$ cat src/design/pso_pkg.sv
// Package for the particle swarm optimizer: payload structs, codes and state encoding.
package pso_pkg;

	// Item kinds.
	localparam logic [1:0] KIND_LOAD = 2'd0;
	localparam logic [1:0] KIND_MOVE = 2'd1;
	localparam logic [1:0] KIND_SWEEP = 2'd2;

	// Configuration register indexes.
	localparam logic [2:0] REG_POS_MIN = 3'd0;
	localparam logic [2:0] REG_POS_MAX = 3'd1;
	localparam logic [2:0] REG_VEL_LIMIT = 3'd2;
	localparam logic [2:0] REG_FIT_SLOPE = 3'd3;
	localparam logic [2:0] REG_FIT_OFFSET = 3'd4;
	localparam logic [2:0] REG_FIT_TARGET = 3'd5;
	localparam logic [2:0] REG_STOP_ERROR = 3'd6;
	localparam logic [2:0] REG_PART_COUNT = 3'd7;

	localparam int CFG_W = 36;
	localparam logic [35:0] FIT_MAX = 36'hF_FFFF_FFFF;

	typedef struct packed {
		logic [1:0] kind;
		logic [6:0] particle;
		logic signed [31:0] init_position;
		logic signed [31:0] init_velocity;
		logic [15:0] rand_one;
		logic [15:0] rand_two;
	} in_item_t;

	typedef struct packed {
		logic [35:0] particle_fitness;
		logic signed [31:0] best_position;
		logic [35:0] best_fitness;
		logic converged;
		logic [15:0] sweep_count;
	} out_item_t;

	// Sequencer states.
	typedef enum logic [3:0] {
		ST_IDLE,
		ST_READ,
		ST_PULL1,
		ST_PULL2,
		ST_VEL,
		ST_POS,
		ST_STEP,
		ST_FIT1,
		ST_FIT2,
		ST_WRITE,
		ST_SCAN,
		ST_SCAN_END,
		ST_OUT
	} state_t;

	// Request to the shared multiplier.
	typedef struct packed {
		logic signed [33:0] a;
		logic signed [16:0] b;
	} mul_req_t;

endpackage

$ cat src/design/pso_mul.sv
// Shared registered signed multiplier, 34 by 17 bits.
module pso_mul
	import pso_pkg::*;
(
	input  logic clk,
	input  mul_req_t req,
	output logic signed [50:0] prod_q
);

	// One product per cycle, registered.
	always_ff @(posedge clk) begin
		prod_q <= 51'(req.a) * 51'(req.b);
	end

endmodule

$ cat config.mk
export PLATFORM = sky130hd
export DESIGN_NAME = pso_mul
export DESIGN_NICKNAME = d
export VERILOG_FILES = /design/src/design/pso_pkg.sv /design/src/design/pso_mul.sv
export SDC_FILE = /design/constraint.sdc
export NUM_CORES = 2
export LEC_CHECK = 0
export BUFFER_PORTS_ARGS = -buffer_cell sky130_fd_sc_hd__buf_2
export CAP_MARGIN = 20
export CORE_MARGIN = 2
export CORE_UTILIZATION = 50
export CTS_CLUSTER_SIZE = 20
export DETAILED_ROUTE_END_ITERATION = 8
export PLACE_DENSITY = 0.67
export SKIP_LAST_GASP = 1
export SYNTH_ARGS = -nofsm -noshare
export SYNTH_HDL_FRONTEND = slang
export SYNTH_SLANG_ARGS = --single-unit
export TNS_END_PERCENT = 100
$ cat constraint.sdc
create_clock -name clk -period 9.7 [get_ports clk]
set_input_delay 1.94 -clock clk [delete_from_list [all_inputs] [get_ports clk]]
set_output_delay 1.94 -clock clk [all_outputs]
set_load 0.1 [all_outputs]
### Word level (Yosys, flattened, before mapping)

Index checks and enable logic that the tools add are counted.
W data, S select, Z words.

| word-level totals | value |
|---|---|
| register bits | 51 |
| bits of input ports | 52 |
| output and inout bits | 51 |
| word-level logic and storage cells | 2 |

| cells by class | value |
|---|---|
| multipliers | 1 |

Operator list:

| operator | count |
|---|---|
| $mul A34 B17 Y51 | 1 |

### Depth between registers and ports, before layout

| depth | value |
|---|---|
| word-level depth | 1 |
| depth in mapped cells | 25 |
| depth with buffers taken out | 23 |

### Worst setup path before layout

OpenSTA, ideal clock, no wires.

| timing path | value |
|---|---|
| path type | input-to-reg |
| start | input req[8] (netlist name) |
| end | register prod_q[50] |
| setup time | 0.079 ns |
| data arrival time | 7.848 ns |
| setup slack | 1.773 ns |
| cell stages on the path | 24 |
| path buffers | 2 |
| path through | clkbuf_1 clkbuf_1 nand2_1 fa_1 inv_1 fa_1 inv_1 fa_1 inv_1 fa_1 fa_1 inv_1 fa_1 inv_1 ha_1 a21o_1 a21o_1 a221oi_2 o311ai_2 a41oi_2 nor3_2 or4_1 and3_1 a211oi_2 |

| on the way | value |
|---|---|
| longest elaborated chain between the ends | 1 |

RTL lines:

| element | line | source |
|---|---|---|
| from (decl) | pso_mul.sv:6 | `input mul_req_t req,` |
| $mul A34 B17 Y51 | pso_mul.sv:12 | `prod_q <= 51'(req.a) * 51'(req.b);` |
| to (signal assigned) | pso_mul.sv:12 |  |
| to (decl) | pso_mul.sv:7 | `output logic signed [50:0] prod_q` |

No other way between the ends.

### Final worst setup path

| timing path | value |
|---|---|
| start | input req[11] (netlist name) |
| end | register prod_q[49] |

The elaborated chain is that of the path after synthesis.

==> results.toml <==
[run_status]
status = "completed"

[timing]
setup_viol = 0
fin_crit_sh_pct = 87.5
max_slew_margin_pct = 42.3
maxSlewViolCount = 0
rsz0062_at_grt = "no"
finalHoldViolations = 0
timing.fmax_ghz = 0.118
tightest_slew_ns = 0.865
tns_ns = 0
min_period_ns = 8.49

[drt]
ant_nets = 0
dr_wl_met2_um = 27800
wl_per_cell_um = 18.9
routed_wl_um = 52500
routedLengthMet1_um = 20100
routed_via_density = 5.33
drc = 0
num_vias = 14824
drt-initial-drc-count = 750
dr.pass1.iters = 5
highest_layer = "met4"
met3_length_um = 2230

[final_layout]
drive_gt1_share_pct = 5.65
area.growth.synth_to_final_pct = 4.85
largestRegisters = "prod_q (51)"
top_register = "prod_q"
nets = 2967
largest_register_ffs = 51

[clocking]
ctsResizeCount = 0
clockBufferDepth = 2
cts-root-buf = "clkbuf_16"
path_clk_slew_ns = 0.08
cts_sinks = 51
ctsHoldBuffers = 0
cts-buffers-inserted = 5
htree_levels = 2
postCtsSetupRepairBufs = 0
cts_tree = "yes"

[worst_setup_path]
crit_type = "in -> reg"
arrival_ns = 8.70
max_stage_delay_ns = 0.64
startpoint_type = "input port"
slowest_stage = "buf_2"
crit_required_ns = 9.91
critPathMaxFanout = 34
worst-path-buf-inv = 4
cp_common_cell = "fa_1"
cp-end-kind = "register"
path_delay_family = "adder cells"
crit_chain = "buf_2 > nand2_1 > fa_1 > inv_1 > fa_1 > fa_1 > fa_1 > fa_1 > inv_1 > fa_1 > inv_1 > ha_1 > nand4_1 > or3_1 > o31ai_1 > o21ai_1 > o41ai_2 > a41o_1 > o21ai_1 > xnor2_1"

[grt]
overflow = 0
grt_pass1_vias = 16599
antenna_found_initial = 1
grt_pass1_wl_um = 86200
grt_max_degree = 35
grt.total_usage_pct = 25.6

[synth]
synth_nets = 2950
yosysSeqAreaShare_pct = 4.95
synth-async-reset-ratio_pct = 0
ys_ff_latch = 51
synth-edff-count = 0
synth_cell_types = 52
synthesis.area_um2 = 20600
ys.flop_type = "dfxtp_1"
syn_inst = 2228
synth.yosys.warnings = 0
syn_avg_cell_area_um2 = 9.26

[worst_hold_path]
worstHoldPathType = "in -> reg"
hold_depth = 2
min_from = "req[17]"
min_to = "prod_q[0]$_DFF_P_"

[floorplan]
rows = 74
io_pins = 103
die_x_um = 207
die_area_um2 = 42900
initial_core_util_pct = 50.6
core_area_um2 = 40700
die_y_um = 207

[placed_design]
gp_congestion = 0.867
hpwl_um = 43500
io_buffers = 102

[flow_run]
max_cap_violations = 0
==> cell type report <==
cell class	instances	area (µm²)
Multi-Input combinational cell	1553	17300
Antenna cell	1	2.50
Inverter	528	1980
Fill cell	3764	19100
Timing Repair Buffer	106	541
Clock inverter	3	28.8
Clock buffer	5	125
Tap cell	532	666
Sequential cell	51	1020
==> metal layers <==
layer  up-vias  global-route usage [%]
li1       6474                       -
met1      7799                    31.1
met2       428                    46.1
met3       123                    2.93
met4         0                    11.1
met5         -                       0
==> per-stage QoR <==
step | cells | area [µm²] | util, % | hold slack (ns) | setup slack (ns)
after floorplan | 2228 | 20600 | - | 2.07 | 1.77
after global placement | 2770 | 21500 | 52.7 | 2.43 | 1.06
after detailed placement | 2770 | 21500 | 52.7 | 2.45 | 0.892
after CTS | 2778 | 21600 | 53.1 | 2.12 | 1.22
after global routing | 2779 | 21600 | 53.1 | 2.13 | 0.912
final | 2779 | 21600 | 53.1 | 2.14 | 1.21
==> cells in the final DEF, fill, tap and decap left out, types with 3 or more instances in the layout <==
cell type	instances
o21a_1	6
clkbuf_16	5
xnor2_1	30
or4_1	3
a21oi_1	40
nand3_1	8
nor3_1	4
buf_4	4
fa_1	551
nor2b_1	3
o21ai_0	30
dfxtp_1	51
inv_1	528
ha_1	119
and2_1	252
a211oi_1	6
buf_2	102
and3_1	5
nand4_1	5
o21bai_1	8
nand2b_1	8
o31ai_1	4
a31oi_1	4
nand2_1	330
xor2_1	19
nor2_1	62
a21o_1	21
o21ai_1	3
==> synth_stat cells (5+ instances only) <==
| master | count | area, µm² |
|---|---|---|
| nand3_1 | 8 | 40.0 |
| xor2_1 | 19 | 166 |
| nor2_1 | 62 | 233 |
| o21bai_1 | 8 | 60.1 |
| and3_1 | 5 | 31.3 |
| and2_1 | 252 | 1580 |
| a211oi_1 | 6 | 45.0 |
| inv_1 | 528 | 1980 |
| o21ai_0 | 30 | 150 |
| o21a_1 | 6 | 45.0 |
| ha_1 | 119 | 1490 |
| xnor2_1 | 30 | 263 |
| a21oi_1 | 40 | 200 |
| nand4_1 | 5 | 31.3 |
| nand2b_1 | 8 | 50.1 |
| clkbuf_1 | 94 | 353 |
| nand2_1 | 330 | 1240 |
| dfxtp_1 | 51 | 1020 |
| a21o_1 | 21 | 158 |
| fa_1 | 551 | 11000 |
==> worst max-delay path by stage <==
stage	from	endpoint	slack (ns)	cells after the start
3_5_place_dp	req[8]	prod_q[44]$_DFF_P_	0.89	23
3_3_place_gp	req[16]	prod_q[49]$_DFF_P_	1.06	20
2_1_floorplan	req[8]	prod_q[50]$_DFF_P_	1.77	24
5_1_grt	req[8]	prod_q[44]$_DFF_P_	0.91	23
4_1_cts	req[8]	prod_q[44]$_DFF_P_	1.22	23
6_report	req[11]	prod_q[49]$_DFF_P_	1.21	20
==> cells by family (layout without fill, tap and decap cells) <==
group	after synthesis	in the layout	share of synthesized area, %
adder cells (fa/ha/maj)	670	670	60.7
AND/OR/NAND/NOR	688	688	16.1
flip-flops	51	51	4.95
AO/OA/AOI/OAI	146	146	4.83
other	0	1	0
XOR/XNOR	49	49	2.08
buffers and inverters	624	642	11.4
Power is not shown: default switching activity piles up to over one toggle a cycle in this logic, so the estimate is an artifact.
